$ cat src/design/rrbde_pkg.sv
// Package for the receive ring buffer with delimiter extraction.
// Holds ring geometry, field widths and command codes; no dependencies.
`default_nettype none

package rrbde_pkg;

  localparam int DEPTH       = 64;               // ring entries, holds DEPTH-1 bytes
  localparam int IDX_W       = $clog2(DEPTH);
  localparam int MAX_PATTERN = 8;                // longest delimiter in bytes
  localparam int PIDX_W      = 3;                // index into the pattern bytes
  localparam int PLEN_W      = 4;
  localparam int BYTE_W      = 8;
  localparam int PAT_W       = 64;
  localparam int CNT_W       = 6;                // width of count fields in a result
  localparam int KIND_W      = 2;
  localparam int IN_DATA_W   = 80;
  localparam int OUT_DATA_W  = 24;
  localparam int OUT_USER_W  = 2;

  localparam logic [KIND_W-1:0] KIND_PUSH    = 2'd0;
  localparam logic [KIND_W-1:0] KIND_POP     = 2'd1;
  localparam logic [KIND_W-1:0] KIND_EXTRACT = 2'd2;
  localparam logic [KIND_W-1:0] KIND_CLEAR   = 2'd3;

  localparam logic [BYTE_W-1:0] POP_EMPTY_BYTE = 8'hFF;

endpackage

`default_nettype wire

$ cat src/design/rx_ring_buffer_delimiter_extract.sv
// Receive byte ring buffer: push, pop, delimiter extract, flag clear. Uses rrbde_pkg.
// Push, clear and short results go through ST_RESP to the output register; a valid pop
// first reads its byte in ST_POP_RD. Extract scans through the single RAM read port,
// a read then a compare per byte, then emits the frame byte by byte (one read, one
// output load each). One item at a time: a new item is accepted only while idle.
// Reset (rst_n low, synchronous) empties the ring, clears flag and output valid.
`default_nettype none

module rx_ring_buffer_delimiter_extract
  import rrbde_pkg::*;
(
  input  wire                    clk,
  input  wire                    rst_n,
  // input channel
  input  wire                    in_tvalid,
  output logic                   in_tready,
  input  wire [IN_DATA_W-1:0]    in_tdata,   // byte_in[7:0], pattern[71:8], pattern_length[75:72]
  input  wire [KIND_W-1:0]       in_tuser,   // kind[1:0]
  // result channel
  output logic                   out_tvalid,
  input  wire                    out_tready,
  output logic [OUT_DATA_W-1:0]  out_tdata,  // data_out[7:0], frame_length[13:8],
                                             // used_count[19:14], received_flag[20],
                                             // dropped_oldest[21]
  output logic [OUT_USER_W-1:0]  out_tuser,  // data_valid[0], found[1]
  output logic                   out_tlast
);

  // sequencer states
  localparam logic [2:0] ST_IDLE     = 3'd0;
  localparam logic [2:0] ST_RESP     = 3'd1;  // single-word result, waits for output slot
  localparam logic [2:0] ST_POP_RD   = 3'd2;  // pop read data arriving
  localparam logic [2:0] ST_SCAN_RD  = 3'd3;  // issue read of next scanned byte
  localparam logic [2:0] ST_SCAN_CHK = 3'd4;  // shift byte into window, compare
  localparam logic [2:0] ST_EMIT_RD  = 3'd5;  // issue read of next frame byte
  localparam logic [2:0] ST_EMIT_OUT = 3'd6;  // hand frame byte to output register

  // modular add on ring indices; n is below DEPTH
  function automatic logic [IDX_W-1:0] ring_add(input logic [IDX_W-1:0] idx,
                                                input logic [IDX_W-1:0] n);
    logic [IDX_W:0] sum;
    sum = {1'b0, idx} + {1'b0, n};
    if (sum >= (IDX_W+1)'(DEPTH)) begin
      sum = sum - (IDX_W+1)'(DEPTH);
    end
    return sum[IDX_W-1:0];
  endfunction

  // byte store
  logic [BYTE_W-1:0] mem [DEPTH];
  logic [BYTE_W-1:0] rdata_r;
  logic [IDX_W-1:0]  raddr;
  logic              rd_en;
  logic              wr_en;

  // control state
  logic [2:0]        state_r, state_nxt;
  logic [IDX_W-1:0]  head_r, head_nxt;
  logic [IDX_W-1:0]  tail_r, tail_nxt;
  logic              rx_r, rx_nxt;
  logic              out_valid_r, out_valid_nxt;

  // item context
  logic [PAT_W-1:0]  pat_r, pat_nxt;
  logic [PLEN_W-1:0] plen_r, plen_nxt;
  logic [BYTE_W-1:0] res_data_r, res_data_nxt;
  logic              res_dv_r, res_dv_nxt;
  logic              drop_r, drop_nxt;
  logic [IDX_W-1:0]  cnt_r, cnt_nxt;      // scan position or emit index
  logic [IDX_W-1:0]  flen_r, flen_nxt;
  logic [IDX_W-1:0]  start_r, start_nxt;  // head before the frame was taken
  logic [BYTE_W-1:0] win_r   [MAX_PATTERN];
  logic [BYTE_W-1:0] win_nxt [MAX_PATTERN];

  // output register
  logic              load_out;
  logic [BYTE_W-1:0] o_data_r, o_data_nxt;
  logic              o_dv_r, o_dv_nxt;
  logic              o_last_r, o_last_nxt;
  logic              o_found_r, o_found_nxt;
  logic [IDX_W-1:0]  o_flen_r, o_flen_nxt;
  logic [IDX_W-1:0]  o_used_r, o_used_nxt;
  logic              o_flag_r, o_flag_nxt;
  logic              o_drop_r, o_drop_nxt;

  logic              in_acc;
  logic              out_free;
  logic [IDX_W-1:0]  used;
  logic [IDX_W-1:0]  used_new;            // count after the updates of this cycle
  logic [PLEN_W-1:0] in_plen_sat;
  logic              match;
  logic [IDX_W:0]    pos_p1;

  assign in_tready = (state_r == ST_IDLE);
  assign in_acc    = in_tvalid && in_tready;
  assign out_free  = !out_valid_r || out_tready;

  // occupancy; ring need not be a power of two
  always_comb begin
    if (tail_r >= head_r) begin
      used = tail_r - head_r;
    end else begin
      used = IDX_W'({1'b0, tail_r} + (IDX_W+1)'(DEPTH) - {1'b0, head_r});
    end
    if (tail_nxt >= head_nxt) begin
      used_new = tail_nxt - head_nxt;
    end else begin
      used_new = IDX_W'({1'b0, tail_nxt} + (IDX_W+1)'(DEPTH) - {1'b0, head_nxt});
    end
  end

  // lengths above the maximum saturate
  always_comb begin
    if (in_tdata[75:72] > PLEN_W'(MAX_PATTERN)) begin
      in_plen_sat = PLEN_W'(MAX_PATTERN);
    end else begin
      in_plen_sat = in_tdata[75:72];
    end
  end

  // window with the byte now arriving; win_nxt[0] is the newest
  always_comb begin
    win_nxt = win_r;
    if (state_r == ST_SCAN_CHK) begin
      for (int j = MAX_PATTERN - 1; j > 0; j--) begin
        win_nxt[j] = win_r[j-1];
      end
      win_nxt[0] = rdata_r;
    end
  end

  // window position j holds pattern byte plen-1-j
  always_comb begin
    logic [PIDX_W-1:0] pidx;
    match = 1'b1;
    for (int j = 0; j < MAX_PATTERN; j++) begin
      pidx = PIDX_W'(plen_r - PLEN_W'(j) - PLEN_W'(1));
      if (PLEN_W'(j) < plen_r) begin
        if (win_nxt[j] != pat_r[pidx*BYTE_W +: BYTE_W]) begin
          match = 1'b0;
        end
      end
    end
  end

  assign pos_p1 = {1'b0, cnt_r} + (IDX_W+1)'(1);

  // sequencer
  always_comb begin
    state_nxt    = state_r;
    head_nxt     = head_r;
    tail_nxt     = tail_r;
    rx_nxt       = rx_r;
    pat_nxt      = pat_r;
    plen_nxt     = plen_r;
    res_data_nxt = res_data_r;
    res_dv_nxt   = res_dv_r;
    drop_nxt     = drop_r;
    cnt_nxt      = cnt_r;
    flen_nxt     = flen_r;
    start_nxt    = start_r;
    rd_en        = 1'b0;
    raddr        = head_r;
    wr_en        = 1'b0;
    load_out     = 1'b0;
    o_data_nxt   = o_data_r;
    o_dv_nxt     = o_dv_r;
    o_last_nxt   = o_last_r;
    o_found_nxt  = o_found_r;
    o_flen_nxt   = o_flen_r;
    o_flag_nxt   = o_flag_r;
    o_drop_nxt   = o_drop_r;

    case (state_r)
      ST_IDLE: begin
        if (in_acc) begin
          pat_nxt      = in_tdata[71:8];
          plen_nxt     = in_plen_sat;
          res_data_nxt = '0;
          res_dv_nxt   = 1'b0;
          drop_nxt     = 1'b0;
          cnt_nxt      = '0;
          state_nxt    = ST_RESP;
          case (in_tuser)
            KIND_PUSH: begin
              wr_en = 1'b1;
              if (used >= IDX_W'(DEPTH - 1)) begin
                head_nxt = ring_add(head_r, IDX_W'(1));
                drop_nxt = 1'b1;
              end
              tail_nxt = ring_add(tail_r, IDX_W'(1));
              rx_nxt   = 1'b1;
            end
            KIND_POP: begin
              if (used == '0) begin
                res_data_nxt = POP_EMPTY_BYTE;
              end else begin
                rd_en     = 1'b1;
                state_nxt = ST_POP_RD;
              end
            end
            KIND_EXTRACT: begin
              // zero length or too little data: not found
              if (in_plen_sat != '0 && (IDX_W+1)'(in_plen_sat) <= {1'b0, used}) begin
                state_nxt = ST_SCAN_RD;
              end
            end
            KIND_CLEAR: begin
              rx_nxt = 1'b0;
            end
            default: begin
              state_nxt = ST_RESP;
            end
          endcase
        end
      end

      ST_POP_RD: begin
        res_data_nxt = rdata_r;
        res_dv_nxt   = 1'b1;
        head_nxt     = ring_add(head_r, IDX_W'(1));
        state_nxt    = ST_RESP;
      end

      ST_RESP: begin
        if (out_free) begin
          load_out    = 1'b1;
          o_data_nxt  = res_data_r;
          o_dv_nxt    = res_dv_r;
          o_last_nxt  = 1'b1;
          o_found_nxt = 1'b0;
          o_flen_nxt  = '0;
          o_flag_nxt  = rx_r;
          o_drop_nxt  = drop_r;
          state_nxt   = ST_IDLE;
        end
      end

      ST_SCAN_RD: begin
        rd_en     = 1'b1;
        raddr     = ring_add(head_r, cnt_r);
        state_nxt = ST_SCAN_CHK;
      end

      ST_SCAN_CHK: begin
        if (match && pos_p1 >= (IDX_W+1)'(plen_r)) begin
          // earliest complete occurrence ends here
          flen_nxt  = pos_p1[IDX_W-1:0];
          start_nxt = head_r;
          head_nxt  = ring_add(head_r, pos_p1[IDX_W-1:0]);
          cnt_nxt   = '0;
          state_nxt = ST_EMIT_RD;
        end else if (pos_p1 == {1'b0, used}) begin
          state_nxt = ST_RESP;
        end else begin
          cnt_nxt   = pos_p1[IDX_W-1:0];
          state_nxt = ST_SCAN_RD;
        end
      end

      ST_EMIT_RD: begin
        rd_en     = 1'b1;
        raddr     = ring_add(start_r, cnt_r);
        state_nxt = ST_EMIT_OUT;
      end

      ST_EMIT_OUT: begin
        if (out_free) begin
          load_out    = 1'b1;
          o_data_nxt  = rdata_r;
          o_dv_nxt    = 1'b1;
          o_last_nxt  = (pos_p1 == {1'b0, flen_r});
          o_found_nxt = 1'b1;
          o_flen_nxt  = flen_r;
          o_flag_nxt  = rx_r;
          o_drop_nxt  = 1'b0;
          if (pos_p1 == {1'b0, flen_r}) begin
            state_nxt = ST_IDLE;
          end else begin
            cnt_nxt   = pos_p1[IDX_W-1:0];
            state_nxt = ST_EMIT_RD;
          end
        end
      end

      default: begin
        state_nxt = ST_IDLE;
      end
    endcase

    o_used_nxt = load_out ? used_new : o_used_r;

    if (load_out) begin
      out_valid_nxt = 1'b1;
    end else if (out_tready) begin
      out_valid_nxt = 1'b0;
    end else begin
      out_valid_nxt = out_valid_r;
    end
  end

  // byte store: one write port, one registered read port
  always_ff @(posedge clk) begin
    if (wr_en) begin
      mem[tail_r] <= in_tdata[7:0];
    end
    if (rd_en) begin
      rdata_r <= mem[raddr];
    end
  end

  always_ff @(posedge clk) begin
    if (!rst_n) begin
      state_r     <= ST_IDLE;
      head_r      <= '0;
      tail_r      <= '0;
      rx_r        <= 1'b0;
      out_valid_r <= 1'b0;
    end else begin
      state_r     <= state_nxt;
      head_r      <= head_nxt;
      tail_r      <= tail_nxt;
      rx_r        <= rx_nxt;
      out_valid_r <= out_valid_nxt;
    end
  end

  always_ff @(posedge clk) begin
    pat_r      <= pat_nxt;
    plen_r     <= plen_nxt;
    res_data_r <= res_data_nxt;
    res_dv_r   <= res_dv_nxt;
    drop_r     <= drop_nxt;
    cnt_r      <= cnt_nxt;
    flen_r     <= flen_nxt;
    start_r    <= start_nxt;
    win_r      <= win_nxt;
    o_data_r   <= o_data_nxt;
    o_dv_r     <= o_dv_nxt;
    o_last_r   <= o_last_nxt;
    o_found_r  <= o_found_nxt;
    o_flen_r   <= o_flen_nxt;
    o_used_r   <= o_used_nxt;
    o_flag_r   <= o_flag_nxt;
    o_drop_r   <= o_drop_nxt;
  end

  assign out_tvalid = out_valid_r;
  assign out_tlast  = o_last_r;
  assign out_tuser  = {o_found_r, o_dv_r};
  assign out_tdata  = {2'b00, o_drop_r, o_flag_r, CNT_W'(o_used_r), CNT_W'(o_flen_r),
                       o_data_r};

endmodule

`default_nettype wire
$ cat config.mk
export PLATFORM = sky130hd
export DESIGN_NAME = rx_ring_buffer_delimiter_extract
export DESIGN_NICKNAME = d
export VERILOG_FILES = /design/src/design/rrbde_pkg.sv /design/src/design/rx_ring_buffer_delimiter_extract.sv
export SDC_FILE = /design/constraint.sdc
export NUM_CORES = 1
export LEC_CHECK = 0
export ABC_AREA = 1
export BUFFER_PORTS_ARGS = -buffer_cell sky130_fd_sc_hd__buf_2
export CAP_MARGIN = 0
export CELL_PAD_IN_SITES_DETAIL_PLACEMENT = 1
export CELL_PAD_IN_SITES_GLOBAL_PLACEMENT = 2
export CORE_MARGIN = 2
export CORE_UTILIZATION = 44
export DETAILED_ROUTE_END_ITERATION = 16
export MAX_ROUTING_LAYER = met4
export PLACE_DENSITY_LB_ADDON = 0.1
export SETUP_SLACK_MARGIN = 0.15
export SYNTH_ARGS = -nofsm -noshare
export SYNTH_HDL_FRONTEND = slang
export SYNTH_SLANG_ARGS = --single-unit
$ cat constraint.sdc
create_clock -name clk -period 11.9 [get_ports clk]
set_input_delay 2.975 -clock clk [delete_from_list [all_inputs] [get_ports clk]]
set_output_delay 2.975 -clock clk [all_outputs]
set_load 0.005 [all_outputs]
==> results of run 1 <==
## final timing paths
check                endpoint  slack [ns]  cells past startpoint       from
setup / recovery  o_used_r[5]        5.33                     32  plen_r[0]
hold / removal       o_flag_r        0.44                      0       rx_r
setup reg to reg  o_used_r[5]        5.33                     32  plen_r[0]
hold reg to reg      o_flag_r        0.44                      0       rx_r
## sequential cells by signal, indices dropped and copies added (netlist names), 8 cells and up
signal,cells
res_data_r,8
win_r,64
o_data_r,8
rdata_r,8
mem,512
pat_r,64
## cells in the mapped netlist (2+ instances only)
cell type    n  area share (%)
nand3_2      7            0.21
dfxtp_1     81             4.8
nand2_2     13            0.24
a21boi_0     2           0.045
or2_2        7            0.13
o22ai_1     14            0.26
buf_6       21            0.70
ha_1        38             1.4
xnor2_1      8            0.21
o21ai_1     58            0.86
edfxtp_1   641              57
buf_2       31            0.46
nand2_1    679             7.6
o21ai_2     15            0.39
o21ai_0    303             4.5
inv_2       10            0.11
o221ai_1   115             3.0
buf_1        5           0.056
a31oi_1      3           0.056
nor2_2       6            0.11
nor2_4       4            0.13
nand4_1      8            0.15
nand3_1    393             5.9
nand2_4      3            0.10
inv_1      229             2.6
buf_4       23            0.51
clkbuf_1    98             1.1
fa_1         4            0.24
nor4_1       2           0.037
nand3b_1     8            0.18
xor2_1      26            0.68
a21oi_1     26            0.39
nor3_1       9            0.13
and2_1       4           0.075
nor2_1     389             4.4
a21oi_2      2           0.052
o211ai_1    14            0.31
a211oi_1     3           0.067
## kinds of logic after synthesis
kind of cell | count (synthesis)
AOI/OAI and AO/OA | 560
xor gates and xnor gates | 36
adders and majority gates | 42
buffers and inverters | 419
DFF | 722
other | 1
and+or+nand+nor | 1538
## cell type report
cell class / count / area (sq um) / area share [%]
Antenna cell: 1 / 2.50 / 0.00671
Clock buffer: 108 / 2170 / 5.82
Clock inverter: 40 / 443 / 1.19
Inverter: 240 / 907 / 2.43
Multi-Input combinational cell: 2178 / 10900 / 29.2
Sequential cell: 722 / 20900 / 56.0
Tap cell: 978 / 1220 / 3.28
Timing Repair Buffer: 143 / 803 / 2.15
## per-layer routing
layer | GRT usage, % | up-vias | wire (um)
met5 | - | - | 0
met4 | 9.41 | 0 | 3660
met3 | 3.11 | 200 | 3970
met2 | 44.8 | 564 | 50500
met1 | 36.1 | 12634 | 46600
li1 | - | 11709 | -
## metrics by stage
stage	instances	hold WS, ns	setup WS (ns)
after floorplan	3319	0.403	5.96
after global placement	4261	0.425	5.39
after detailed placement	4261	0.434	5.33
after CTS	4409	0.442	5.30
after global routing	4409	0.458	4.86
final	4410	0.435	5.33
## power by group
part           switching (mW)  leakage [nW]  internal, mW
combinational           0.755          6.31         0.286
sequential             0.0472          6.49          2.85
clock                    1.06          1.28          1.41
total                    1.86          14.1          4.55
==> impl_metrics.yaml, run 1 <==
synth:
  syn_area_sq_mm: 0.0336
  synthXorXnorAreaFrac_pct: 0.984
  yosysWarnings: 0
  synth-async-reset-ratio_pct: 0
  syn_inst: 3318
  synth_top_family_by_area: "simple AND/OR/NAND/NOR gates"
  synth_edf_count: 641
  ys_seq_area_share_pct: 62.2
  synth.distinct_cells: 54
  synth_compound_area_share_pct: 10.1
  yosys_register_bits: 722
  synthMuxAreaShare_pct: 0
  syn_avg_cell_area_sq_um: 10.1
  synth-simple-area-share_pct: 19.5
  synth_fa_ha_area_share_pct: 1.66
  synth-main-ff-cell: "edfxtp_1"
run_status:
  status: "finished, final reports clean"
global_route:
  antenna_found_initial: 0
  grt_max_degree: 96
  grt_pass1_vias: 26196
  grt_overflow_total: 0
  grt_util_all_layers_pct: 27.6
  grt_first_pass_wirelength_um: 159000
layout:
  fill_cells: 8315
  fin_nets: 3494
  area_delta_synth_final_pct: 11.1
  finalCoreUtilization_pct: 49.3
  layout_common_cells: "nand2_1, edfxtp_1, nand3_1"
  final_common_cell: "nand2_1"
  stdcell_area_sq_mm: 0.0373
  drive_above_1_share_pct: 9.79
floorplan:
  rows: 101
  die_h_um: 280
  die_x_um: 280
  start_util_pct: 44.3
  ios: 115
  die_area_sq_mm: 0.0785
  core_sq_mm: 0.0757
clock_tree:
  cts.sinks: 722
  holdBufCountCts: 0
  cts_setup_buffers: 0
  h-tree-depth: 3
  cts_root_buffer: "clkbuf_16"
  cts_resized: 0
  clk_pin_slew_ns: 0.06
  clock_tree.buffer_depth: 3
  cts_tree: "yes"
  cts_buffers: 81
  clock_latency_ns: 0.66
power_and_ir_drop:
  powerDensity_mw_per_mm2: 172
  leakage_nw: 14.1
  peakVddDrop_v: 0.000121
  total_power_mw: 6.41
setup_path:
  crit_type: "register to register"
  worst-path-buf-inv: 6
  crit_path_top_delay_cell: "nand2_1"
  slowest_delay_ns: 0.77
  crit_family: "simple AND/OR/NAND/NOR gates"
  crit_required_ns: 12.28
  endpoint_kind: "register"
  worst_setup_path_start_kind: "register"
  cp_max_fo: 74
  arrival_ns: 6.95
  crit_top_cell: "nand2_1"
place:
  gp_congestion: 0.873
  portBuffers: 108
  post_dp_cell_area_sq_mm: 0.0347
  dp_hpwl_um: 67500
flow_run:
  cap_violations: 0
sta:
  hold_viol_final: 0
  post-route-period-util_pct: 55.2
  clock.fmax_mhz: 152
  setup_viol: 0
  max-slew-margin-rel_pct: 13.6
  finalClockSkew_ns: 0.0355
  fin_crit_ns: 6.57
  fin_tns_setup_ns: 0
  rsz0062_at_grt: "no"
  final_max_slew_viol_count: 0
  max_slew.worst_pin.slew_ns: 1.30
detailed_routing:
  via_count: 25107
  first_pass_iters: 7
  drtAntennaViolNets: 0
  initialDrtViolationCount: 1889
  route.detailed.drc: 0
  finalWirelength_um: 105000
  vias_per_cell: 5.69
  wl_per_cell_um: 23.7
min_path:
  hp-class: "register to register"
(Power assumes the default switching activity.)
==> run 2: changes to the inputs <==
--- a/config.mk
+++ b/config.mk
@@ -11,7 +11,7 @@
 export CELL_PAD_IN_SITES_DETAIL_PLACEMENT = 1
 export CELL_PAD_IN_SITES_GLOBAL_PLACEMENT = 2
 export CORE_MARGIN = 2
-export CORE_UTILIZATION = 44
+export CORE_UTILIZATION = 37
 export DETAILED_ROUTE_END_ITERATION = 16
 export MAX_ROUTING_LAYER = met4
 export PLACE_DENSITY_LB_ADDON = 0.1
==> constraint.sdc (replaced) <==
create_clock -name clk -period 5.3 [get_ports clk]
set_input_delay 1.325 -clock clk [delete_from_list [all_inputs] [get_ports clk]]
set_output_delay 1.325 -clock clk [all_outputs]
set_load 0.005 [all_outputs]
==> run 2 against run 1 <==
  * Setup slack worse by 4.7 ns
  * Via count increased by 0.50%
  * Die area rose by 19%
  * Critical path type unchanged
==> impl_metrics.yaml, run 2 (synthesis gave the netlist of run 1 again) <==
floorplan:
  die_x_um: 305
  core_sq_mm: 0.0900
  ios: 115
  rows: 110
  start_util_pct: 37.3
  die_h_um: 305
  die_area_sq_mm: 0.0931
layout:
  multi_input_area_sq_mm: 0.0109
  seqCellArea_sq_mm: 0.0209
  area_delta_synth_final_pct: 14.7
  fin_nets: 3581
  drive_above_1_share_pct: 12.3
  layout_common_cells: "nand2_1, edfxtp_1, nand3_1"
  largest_reg_flops: 512
  antenna_cells: 0
  top_regs: "mem: 512 flops, pat_r: 64 flops, win_r: 64 flops"
  top_register: "mem"
  final_common_cell: "nand2_1"
  fill_cells: 10066
global_route:
  grt_max_degree: 191
  antenna_found_initial: 0
  grt_util_all_layers_pct: 24.5
  grt_overflow_total: 0
  grt_pass1_vias: 26541
  grt_first_pass_wirelength_um: 168000
detailed_routing:
  wl_per_cell_um: 23.5
  via_count: 25233
  route.detailed.drc: 0
  finalWirelength_um: 111000
  initialDrtViolationCount: 1808
  drtAntennaViolNets: 0
  vias_per_cell: 5.38
  first_pass_iters: 7
flow_run:
  cap_violations: 0
power_and_ir_drop:
  power.switching_mw: 4.25
  leakage_nw: 14.6
  powerDensity_mw_per_mm2: 383
  p_sw_share_pct: 28.8
  seqPwrFrac_pct: 44.2
  combPwrFrac_pct: 16.4
  p_int_mw: 10.5
  peakVddDrop_v: 0.000297
  pwr-share-clk_pct: 39.4
setup_path:
  worst-path-buf-inv: 5
  cp_max_fo: 29
  crit_top_cell: "nand2_1"
  crit_type: "register to register"
  slowest_delay_ns: 0.39
  crit_path_top_delay_cell: "edfxtp_1"
  arrival_ns: 5.09
  endpoint_kind: "register"
  crit_required_ns: 5.71
  worst_setup_path_start_kind: "register"
  crit_family: "simple AND/OR/NAND/NOR gates"
place:
  dp_hpwl_um: 72500
  gp_congestion: 0.875
  portBuffers: 108
  dp_slack_ns: 0.288
sta:
  max_slew.worst_pin.slew_ns: 1.09
  hold_viol_final: 0
  fin_crit_ns: 4.68
  final_max_slew_viol_count: 0
  fin_tns_setup_ns: 0
  setup_ws_ns: 0.618
  rsz0062_at_grt: "no"
  finalClockSkew_ns: 0.0337
  post-route-period-util_pct: 88.3
  setup_viol: 0
  max-slew-margin-rel_pct: 27.6
  timing.hold.ws_ns: 0.472
  clock.fmax_mhz: 214
min_path:
  hp-class: "register to register"
run_status:
  status: "finished, final reports clean"
clock_tree:
  cts_root_buffer: "clkbuf_16"
  cts_buffers: 84
  clock_latency_ns: 0.68
  h-tree-depth: 3
  clk_pin_slew_ns: 0.06
  cts.sinks: 722
  clock_tree.buffer_depth: 3
  cts_tree: "yes"
## run 2: changes by cell type in the layout (fill, tap and decap cells not counted), moves of 4 or more
cell / before / now
buf_12: 0 / 9
buf_4: 35 / 105
clkbuf_1: 24 / 18
clkinvlp_4: 0 / 5
clkinv_2: 20 / 16
buf_6: 0 / 4
## run 2: power groups by stage
stage	Sequential (mW)	Combinational, mW	Clock, mW
after floorplan	6.59	1.55	0
after global placement	6.63	2.34	0
after detailed placement	6.63	2.41	0
after CTS	6.51	2.43	5.95
after global routing	6.53	2.72	6.16
final	6.51	2.42	5.81
## run 2: area by class of cell
| type | count | area share [%] |
|---|---|---|
| tap | 1176 | 3.82 |
| clock inverter | 46 | 1.44 |
| multi-input combinational | 2178 | 28.3 |
| inverter | 240 | 2.36 |
| sequential | 722 | 54.2 |
| clock buffer | 105 | 5.77 |
| timing repair buffer | 227 | 4.08 |
## run 2: what timing repair did
action | in CTS | in global routing
hold buffers | 0 | 0
buffers inserted | 0 | 6
gates resized for setup | 0 | 14
setup endpoints to repair | 0 | 1
## run 2: worst register-to-register path: cells and delay by family, from the launching register on
| kind | cells | cell delay, ns |
|---|---|---|
| simple gates | 22 | 2.68 |
| buf+inv | 5 | 0.76 |
| flops | 1 | 0.39 |
| fa+ha+maj | 1 | 0.27 |
| xor+xnor | 1 | 0.16 |
| compound gates | 1 | 0.15 |
## run 2: worst paths after layout
kind | start | cells past startpoint | slack (ns) | endpoint
setup / recovery | plen_r[1] | 30 | 0.62 | o_used_r[5]
hold / removal | rx_r | 0 | 0.47 | o_flag_r
setup reg to reg | plen_r[1] | 30 | 0.62 | o_used_r[5]
hold reg to reg | rx_r | 0 | 0.47 | o_flag_r
## run 2: per-layer routing
layer | vias up | global-route usage (%) | share of wire [%] | wire, um
met5 | - | - | 0 | 0
met1 | 12656 | 31.7 | 45 | 49300
met4 | 0 | 7.15 | 3.0 | 3330
met3 | 175 | 2.68 | 3.7 | 4060
li1 | 11872 | - | - | -
met2 | 530 | 40.7 | 49 | 53900
## run 2: through the flow
| stage | area, sq um | cells | util (%) | total power, mW |
|---|---|---|---|---|
| 2_1_floorplan | 33600 | 3319 | - | 8.14 |
| 3_3_place_gp | 35600 | 4537 | 39.6 | 8.97 |
| 6_report | 38500 | 4694 | 42.8 | 14.7 |
| 4_1_cts | 38400 | 4688 | 42.7 | 14.9 |
| 5_1_grt | 38500 | 4694 | 42.8 | 15.4 |
| 3_5_place_dp | 35600 | 4537 | 39.6 | 9.04 |
